[config.mk]
export PLATFORM = sky130hd
export DESIGN_NAME = wlc_queue
export DESIGN_NICKNAME = d
export VERILOG_FILES = /design/src/hw/rtl/wlc_pkg.sv /design/src/hw/rtl/wlc_queue.sv
export SDC_FILE = /design/constraint.sdc
export NUM_CORES = 1
export LEC_CHECK = 0
export ABC_AREA = 1
export BUFFER_PORTS_ARGS = -buffer_cell sky130_fd_sc_hd__buf_4
export CAP_MARGIN = 30
export CORE_ASPECT_RATIO = 0.6
export CORE_MARGIN = 2
export CORE_UTILIZATION = 25
export CTS_CLUSTER_DIAMETER = 80
export DETAILED_ROUTE_END_ITERATION = 12
export GPL_TIMING_DRIVEN = 0
export PLACE_DENSITY = 0.5
export SETUP_SLACK_MARGIN = 0.3
export SYNTH_ARGS = -nofsm -noshare
export SYNTH_HDL_FRONTEND = slang
export SYNTH_SLANG_ARGS = --single-unit
[constraint.sdc]
create_clock -name clk -period 12.2 [get_ports clk]
set_input_delay 1.22 -clock clk [delete_from_list [all_inputs] [get_ports clk]]
set_output_delay 1.22 -clock clk [all_outputs]
set_load 0.01 [all_outputs]
[src/hw/rtl/wlc_pkg.sv]
package wlc_pkg;

  localparam int N_ENTRIES = 64;
  localparam int IDX_W     = $clog2(N_ENTRIES);
  localparam int OCC_W     = $clog2(N_ENTRIES + 1);
  localparam int ADDR_W    = 36;
  localparam int DATA_W    = 64;
  localparam int COORD_W   = 16;
  localparam int CFG_W     = 32;
  localparam int ADDR_LAT  = 4;
  localparam int CNT_W     = $clog2(ADDR_LAT + 1);

  typedef enum logic [1:0] {
    REG_WIDTH  = 2'd0,
    REG_HEIGHT = 2'd1,
    REG_EBYTES = 2'd2,
    REG_BASE   = 2'd3
  } reg_idx_t;

  typedef enum logic [1:0] {
    CMD_READ  = 2'd0,
    CMD_WRITE = 2'd1,
    CMD_FILL  = 2'd2,
    CMD_FLUSH = 2'd3
  } cmd_t;

  typedef enum logic [2:0] {
    KIND_HIT   = 3'd0,
    KIND_FETCH = 3'd1,
    KIND_WB    = 3'd2,
    KIND_DONE  = 3'd3,
    KIND_ERR   = 3'd4
  } kind_t;

  typedef enum logic [2:0] {
    OP_READ, OP_WRITE, OP_FILL, OP_FLUSH, OP_ERR
  } op_t;

  typedef enum logic [3:0] {
    ST_IDLE, ST_MATCH, ST_SELECT, ST_DECIDE, ST_HITOUT, ST_VTAG, ST_AWAIT,
    ST_UPDATE, ST_FL_FIND, ST_FL_SEL, ST_FL_RD, ST_EMIT
  } state_t;

  typedef struct packed {
    op_t                 op;
    logic [COORD_W-1:0]  col;
    logic [COORD_W-1:0]  row;
    logic [DATA_W-1:0]   value;
  } job_t;

  typedef struct packed {
    logic [COORD_W-1:0] width;
    logic [COORD_W-1:0] height;
    logic [3:0]         eff;
    logic [31:0]        base;
  } cfg_t;

  function automatic logic [3:0] eff_bytes(input logic [3:0] b);
    logic [3:0] r;
    if (b == 4'd0) r = 4'd1;
    else if (b > 4'd8) r = 4'd8;
    else r = b;
    return r;
  endfunction

  function automatic logic [DATA_W-1:0] value_mask(input logic [3:0] eff);
    logic [DATA_W-1:0] m;
    for (int j = 0; j < 8; j++) begin
      m[8*j +: 8] = (4'(j) < eff) ? 8'hFF : 8'h00;
    end
    return m;
  endfunction

  function automatic logic [IDX_W-1:0] first_set(input logic [N_ENTRIES-1:0] v);
    logic [IDX_W-1:0] r;
    r = '0;
    for (int i = N_ENTRIES - 1; i >= 0; i--) begin
      if (v[i]) r = IDX_W'(i);
    end
    return r;
  endfunction

endpackage

[src/hw/rtl/wlc_queue.sv]
module wlc_queue import wlc_pkg::*; (
  input  logic clk,
  input  logic rst,
  input  logic push,
  input  job_t push_job,
  output logic full,
  input  logic pop,
  output logic avail,
  output job_t head
);
  job_t       slots [2];
  logic       wr_ptr;
  logic       rd_ptr;
  logic [1:0] count;

  assign full  = (count == 2'd2);
  assign avail = (count != 2'd0);
  assign head  = slots[rd_ptr];

  always_ff @(posedge clk) begin
    if (rst) begin
      wr_ptr <= 1'b0;
      rd_ptr <= 1'b0;
      count  <= 2'd0;
    end else begin
      if (push) wr_ptr <= !wr_ptr;
      if (pop) rd_ptr <= !rd_ptr;
      count <= count + 2'(push) - 2'(pop);
    end
  end

  always_ff @(posedge clk) begin
    if (push) slots[wr_ptr] <= push_job;
  end
endmodule

**Word level (Yosys, flattened, before mapping)**

Memories as Yosys holds them, arrays and structs flattened. A register that Yosys moved wholly into a read port is not among the register bits.
Cells that the tools add are included.
Widths: inputs -> output; s select.

- Flip-flop bits (word level): 4
- Bits in writable memories: 198
- Input bits: 103
- Memories: 1

- $add $sub $neg: 2
- Equality and inequality tests: 1
- Mux-type cells: 4
- Reductions and logical operators: 3

Memory list:

| name | depth | bits a word | rd ports | clocked after Yosys merged registers in | wr ports | line | source |
|---|---|---|---|---|---|---|---|
| slots | 2 | 99 | 1 | 1 | 1 | wlc_queue.sv:11 | `job_t slots [2];` |

Operators with widths:

| kind | number |
|---|---|
| $mux 1 | 4 |
| $add 2x1->2 | 1 |
| $eq 2x2->1 const B | 1 |
| $logic_not 1->1 | 2 |
| $reduce_bool 2->1 | 1 |
| $sub 2x1->2 | 1 |

**Depth between registers and ports, before layout**

Gate-level depths: netlist of the first run.

- Depth in word-level cells: 3
- Gate-level depth with buffers: 7
- Mapped depth without buffers: 7

**Worst setup path before layout of the first run**

No wires, ideal clock.

- Path type: input to register
- From: input port push
- To: memory slots[0][0] (netlist bit) (enable)
- Data arrival time: 5.404 ns
- Setup slack: 6.236 ns
- Cell stages on the path: 2
- Path buffers: 0
- Cell sequence: inv_1 -> nor2_1

- Longest elaborated chain between the ends: 2

Ends and longest elaborated chain:

| element | line | source |
|---|---|---|
| start, declared | wlc_queue.sv:4 | `input logic push,` |
| $mux 1 | wlc_queue.sv:33 | `if (push) slots[wr_ptr] <= push_job;` |
| $mux 1 (implied by the code) | wlc_queue.sv:33 |  |
| end, declared | wlc_queue.sv:11 |  |

Every way passes these cells.

==> summary by stage, run 1 <==
Cells and area
The final layout contains 674 nets. Fill cells in the final layout number 2796. In the layout the commonest cells are buf_4 (203), edfxtp_1 (198), mux2_2 (89), clkbuf_16 (21), mux2_4 (10). The number of antenna diodes is 0. Across the whole layout, storage elements account for 6050 um2. The growth of design area from synthesis to finish is 37.4%. The area of the multi-input gates is 1250 um2. Leaving out fill and tap cells, the most frequent cell in the layout is buf_4. The proportion of layout cells with a drive suffix above 1 is 0.595.

Clocking
The number of hold buffers added after CTS is 0. No sink is reached through more buffers than the 3 on the longest clock path. The clock drives 203 sinks. The tree is rooted in a clkbuf_16. The clock insertion delay at the later pin of the skew report is 0.50 ns.

The CTS buffer count is 21. The deepest level of the CTS H-tree is 1. In this run, post-CTS repair resized a total of 0 instances. The clock tree from TritonCTS is built.

The total setup buffers inserted after CTS is 0. The clock transition at the register clock pins on the worst setup and hold paths after CTS is 0.06 ns.

Setup path
The worst setup path is launched from a flip-flop. Along the worst path, the maximum fanout reaches 10. The startpoint of the lowest-slack register-to-register path is wr_ptr. The slowest stage of the critical path belongs to the cell dfxtp_1.

Counting stages on the worst path, the most repeated cell is buf_6. STA classifies the critical path endpoint as an output port. The critical path is of the flip-flop to output port type. The dominant delay contributor by cell family on the critical path is buffers and inverters. On the worst path, the slowest cell contributes a delay of 0.32 ns. The data arrival at the endpoint of the critical path is 1.83 ns. The number of buffer and inverter instances along the worst setup path is 4.

The data required time at the worst endpoint is 10.98 ns. Traced cell by cell, the critical path runs through buf_6 -> buf_6 -> buf_6 -> mux2_4 -> buf_4.

Routing
The vias after detailed routing is 3829. Dividing the detail-routed via count by the number of cells gives 3.90. The first TritonRoute pass finished after 6 iterations. The mean routed wirelength per cell is 16.3 um. The wire length after detailed routing is 16000 um.

The DRC violation count after routing is 0. The number of nets still failing antenna checks after routing is 0. The DRC marker count from the first detailed-route iteration is 162.

Placed design
The quantity of I/O buffers inserted on ports is 203. The routability-driven placement congestion ratio is 0.688. The wire-length estimate of the detail-placed layout is 11100 um.

Synth
For this run, the register share of the synthesized area comes to 0.817. Yosys printed 0 warnings. When the netlist entered floorplanning its net count stood at 444. In this run, synthesis produced a sequential element count of 203.

The number of instances in the synthesized netlist is 339. The post-synthesis instance area is 7400 um2. In this run the mean area of a mapped cell was 21.8 um2. The synthesized netlist contains 14 unique library cells.

Outcome
The flow ran to the end, and the final reports show no timing, DRC or antenna violations.

Global route
The maximum number of pins on one net before global-route repair is 56. The total routing resource utilization after global routing is 0.0990. The aggregate global routing overflow is 0. The wire length of the first global-routing pass is 23300 um. The via count of the first global-routing pass is 4082.

The number of antenna violations at the first check in global routing is 0.

Timing
After routing, the total negative slack on setup checks comes to 0 ns. The setup clock skew after layout is 0.00898 ns. Of the available clock period, the critical path in the final layout requires 0.250. The final critical delay including setup and external delays is 3.05 ns.

Setup repair after global routing left no endpoint under its margin. Measured against its own limit, the worst slew margin works out to 0.445. Setup violations remaining at the end of the flow were counted as 0. For this run, the top clock speed supported by timing is 328 MHz. The number of hold violations in the final report came to 0.

At the pin with the least slew margin, the transition time is 0.832 ns. The number of pins exceeding their max-slew limit in the final report is 0.

Floorplan
For this configuration, the core starts out at a cell density of 0.255. 204 I/O pins were placed. The floorplan die width is 226 um. The floorplan step defined a die boundary enclosing 31000 um2. The placeable core region is 28900 um2.

The row count is 48. The die is 137 um tall.

Pwr
IR analysis of the VDD net gives a maximum drop of 73.7 uV. The power per unit of standard cell area is 159 nW/um2. The power after layout is 1620 uW. The leakage power total is 0.00378 uW.

Job
Across the run, the number of max-cap violations was 0.

Hold path
The beginning of the worst hold path is rd_ptr. The path class of the tightest hold or removal check is flip-flop to flip-flop.
-- synthesized netlist by cell type (all sizes together) --
cell      n  area share
mux2     99        0.16
dfxtp     5       0.014
nand2     5      0.0025
buf      11       0.010
nor3      1     0.00068
nand3     1     0.00068
xnor2     1      0.0012
a21oi     1     0.00068
ha        2      0.0034
edfxtp  198        0.80
inv       8      0.0041
nor2      7      0.0036
-- area by class of cell --
class                      instances  area share
clock buffer                      30      0.0580
timing repair buffer             207       0.159
buffer                            11     0.00726
clock inverter                     6     0.00542
sequential                       203       0.595
multi-input combinational        117       0.123
inverter                           8     0.00320
tap                              400      0.0492
-- worst paths after layout --
kind	to	slack, ns	cells past startpoint
hold reg to reg	flip-flop	0.53	2
hold / removal	flip-flop	0.53	2
setup reg to reg	slots[1][18]	10.41	3
setup / recovery	head[94]	9.15	5
-- where the power goes --
part           total (uW)  internal, uW  switching, uW  leakage [uW]
registers             815           807           7.95       0.00190
clock network         605           355            250      0.000314
logic                 200           108           92.5       0.00157
-- worst reg2reg max path: stages (launching register included) --
cell and delay [ns]:
dfxtp_1 0.40, nand2_1 0.12, inv_4 0.59, buf_16 0.34
-- routing by layer --
metal	GRT usage	part of all wire	vias up
li1	-	-	1784
met1	0.129	0.45	1903
met2	0.156	0.45	116
met3	0.0401	0.080	26
met4	0.0212	0.018	0
met5	0	0	-
-- flip-flops by register name, indices dropped and copies added, names as in the netlist, named ones only --
signal,cells
count,2
wr_ptr,1
slots,198
rd_ptr,1
-- through the flow --
step / util / hold WS [ns] / setup WS, ns / std cells / instance area, um2
floorplan: - / 0.480 / 6.24 / 339 / 7400
global placement: 0.325 / 0.495 / 3.56 / 942 / 9420
detailed placement: 0.329 / 0.504 / 9.43 / 946 / 9520
CTS: 0.351 / 0.527 / 9.07 / 982 / 10200
global route: 0.351 / 0.550 / 9.03 / 982 / 10200
finish: 0.351 / 0.525 / 9.15 / 982 / 10200
-- logic make-up (layout without fill, tap and decap cells) --
family,Yosys count,count (layout),share of synthesized area
AO/OA/AOI/OAI,1,1,0.000676
adder cells (fa/ha/maj),2,2,0.00338
AND/OR/NAND/NOR,14,14,0.00744
XOR/XNOR,1,1,0.00118
flip-flops,203,203,0.817
multiplexers,99,99,0.156
buffers and inverters,19,262,0.0140
(Power assumes the default switching activity.)
==> run 2, diff against run 1 <==
==> constraint.sdc (replaced) <==
create_clock -name clk -period 2.88 [get_ports clk]
set_input_delay 0.288 -clock clk [delete_from_list [all_inputs] [get_ports clk]]
set_output_delay 0.288 -clock clk [all_outputs]
set_load 0.01 [all_outputs]
==> summary by stage, run 2 (synthesized netlist as in run 1, its figures left out) <==
Job
The number of maximum-capacitance violations is 0 (unchanged).

Global route
The wire length of the first global-routing pass was 24600 um (+5.4%). The aggregate global routing overflow is 0 (unchanged). The total routing resource utilization after global routing is 0.104 (+0.00465).

The number of antenna violations at the first check in global routing is 1 (+1). The via count of the first global-routing pass is 4521 (+11%). The maximum number of pins on one net before global-route repair is 34 (-39%).

Timing
The setup clock skew after layout was 0.00584 ns (-0.00314 ns). Setup repair after global routing left no endpoint under its margin. After layout, the minimum clock period comes to 2.15 ns. The post-route worst setup slack was 0.728 ns (-8.42 ns).

The final setup violation count was 0 (unchanged). The timing-limited maximum frequency is 465 MHz. The actual slew at the worst max-slew pin is 0.700 ns (-0.132 ns). The number of pins exceeding their max-slew limit in the final report is 0 (unchanged). The number of hold violations in the final report is 0 (unchanged). The final critical-path share of the clock period is 0.747.

The normalized max-slew margin was 0.532 (+0.0870).

Setup path
The delay contributed by the slowest stage of the critical path was 0.39 ns (+0.07 ns). Traced cell by cell, the critical path runs through buf_6 -> buf_2 -> mux2_2 -> buf_4. The depth of the most critical reg-to-reg path is 3 (unchanged). The largest fanout on the critical path is 10 (unchanged).

The reg2reg setup slack came to 1.17 ns (-9.24 ns). The end of the worst register-to-register path is slots[0][85]. The data required time at the worst endpoint came to 2.59 ns (-8.39 ns).

The kind of capture point of the worst setup path is an output port. The data arrival at the endpoint of the critical path came to 1.86 ns (+0.03 ns). The critical path start-end classification is flip-flop to output port.

In this run the critical register-to-register path is launched from wr_ptr. The standard cell with the maximum stage delay on the critical path is mux2_2. STA classifies the critical path startpoint as a flip-flop.

Placed design
The HPWL after detailed placement is 11300 um (+1.2%). The worst slack at placement was 1.01 ns (-8.42 ns). The quantity of I/O buffers inserted on ports is 203 (unchanged). The total cell area at the placement stage is 9560 um2 (+0.43%).

The routability-driven placement congestion ratio is 0.766 (+11%). The total instance count after detailed placement came to 948 (+0.21%).

Clocking
The clock insertion delay at the later pin of the skew report is 0.50 ns (about the same). The total setup buffers inserted after CTS is 0 (unchanged). The number of buffers on the longest clock path is 3 (unchanged). The clock transition at the register clock pins on the worst setup and hold paths after CTS is 0.06 ns (about the same). The master cell of the clock root buffer is clkbuf_16. The number of hold buffers added after CTS is 100 (+100).

TritonCTS built the clock tree. The post-cts resize count came to 0 (unchanged). The CTS buffer count is 21 (unchanged). The deepest level of the CTS H-tree was 1 (unchanged). The clock sink total came to 203 (unchanged).

Hold path
The type of the tightest min-delay check is primary input to flip-flop. The hold-critical path depth is 3 (+1). For hold timing, the worst endpoint is rd_ptr. The beginning of the worst hold path is pop.

Pwr
The clock network power share came to 0.351 (-0.022). The net switching power figure was 1510 uW (+330%). The leakage power total is 0.00418 uW (+11%). The switching fraction of total power is 0.222 (+0.00600). The internal power of the cells is 5300 uW (+320%). The share of power burned in registers came to 0.507 (+0.004). The maximum ir drop on the vdd rail is 360 uV (+390%). The power after layout came to 6820 uW (+320%). The power per unit of standard cell area was 611 nW/um2 (+280%). The fraction of power consumed by combinational cells came to 0.142 (+0.018).

Cells and area
The number of nets at the end of the flow is 776 (+15%). In the layout the commonest cells are buf_4 (203), edfxtp_1 (198), dlygate4sd3_1 (100), mux2_2 (89), clkbuf_16 (21). The number of non-filler instances in the completed layout was 1085 (+10%). The register with the most flip-flops is slots. The post-route standard cell area excluding fillers is 11200 um2 (+9.7%). The growth of design area from synthesis to finish is 50.8%.

The library cell used most frequently in the layout, excluding fill and tap cells, is buf_4. In the final layout, the registers with the most flip-flops are slots: 198 flops, count: 2 flops. The proportion of layout cells with a drive suffix above 1 came to 0.506 (-0.0887). The flip-flop count of the largest register, all copies and words added is 198 (unchanged).

Floorplan
The placeable core region is 28900 um2 (unchanged). The row count is 48 (unchanged). The floorplan die width is 226 um (unchanged).

The number of top-level pins is 204 (unchanged). The die boundary height came to 137 um (unchanged). The full die area is 31000 um2 (unchanged). The effective utilization at floorplan is 0.255 (unchanged).

Routing
The number of nets still failing antenna checks after routing is 0 (unchanged). The detailed-routing iteration count for the pre-antenna-repair pass is 6 (unchanged). The mean number of vias per cell is 3.87 (-0.68%).

The DRC violation count after routing was 0 (unchanged). The mean routed wirelength per cell is 15.4 um (-5.9%). The wire length after detailed routing is 16700 um (+4.0%).

The DRC marker count from the first detailed-route iteration is 168 (+3.7%). The vias after detailed routing is 4202 (+9.7%).

Outcome
The run finished with clean final reports.
==> run 2: worst max path at each step <==
| stage | cells past startpoint | end | slack [ns] | startpoint |
|---|---|---|---|---|
| 6_report | 4 | head[44] | 0.73 | flip-flop |
| 5_1_grt | 4 | head[44] | 0.57 | flip-flop |
| 4_1_cts | 4 | head[44] | 0.63 | flip-flop |
| 3_5_place_dp | 5 | slots[0][85] | 1.01 | push |
| 3_3_place_gp | 3 | slots[1][39] | -0.46 | push |
| 2_1_floorplan | 2 | slots[1][0] | 0.60 | wr_ptr |
==> run 2: cell type report <==
cell class	count	area, um2
clock buffer	26	544
fill	2748	17800
buffer	11	73.8
inverter	8	33.8
clock inverter	10	45.0
antenna	1	2.50
multi-input combinational	117	1250
tap	400	500
sequential	203	6050
timing repair buffer	309	2650
==> run 2: metal layers <==
metal  global-route usage  share of wire  routed length, um  up-vias
li1                     -              -                  -     1991
met3               0.0328          0.071               1180       27
met1                0.134           0.44               7310     2060
met2                0.170           0.47               7780      124
met5                    0              0                  0        -
met4               0.0281          0.023                384        0
==> run 2: worst max-delay path: cells and delay by family, from the launching register on <==
kind	cells	cell delay, ns
buffers and inverters	3	0.65
multiplexers	1	0.39
flip-flops	1	0.32
==> run 2: power groups by stage <==
stage	registers, uW	logic [uW]	clock network (uW)
finish	3450	970	2390
floorplan	3510	400	0
global placement	3520	831	0
CTS	3460	994	2490
global route	3470	1050	2610
detailed placement	3520	874	0
==> run 2: stage by stage <==
step	hold slack, ns	utilization	setup TNS, ns
6_report	0.0636	0.385	0
5_1_grt	0.0514	0.385	0
4_1_cts	0.0371	0.385	0
3_5_place_dp	0.476	0.330	0
3_3_place_gp	0.473	0.326	-73.64
2_1_floorplan	0.359	-	0
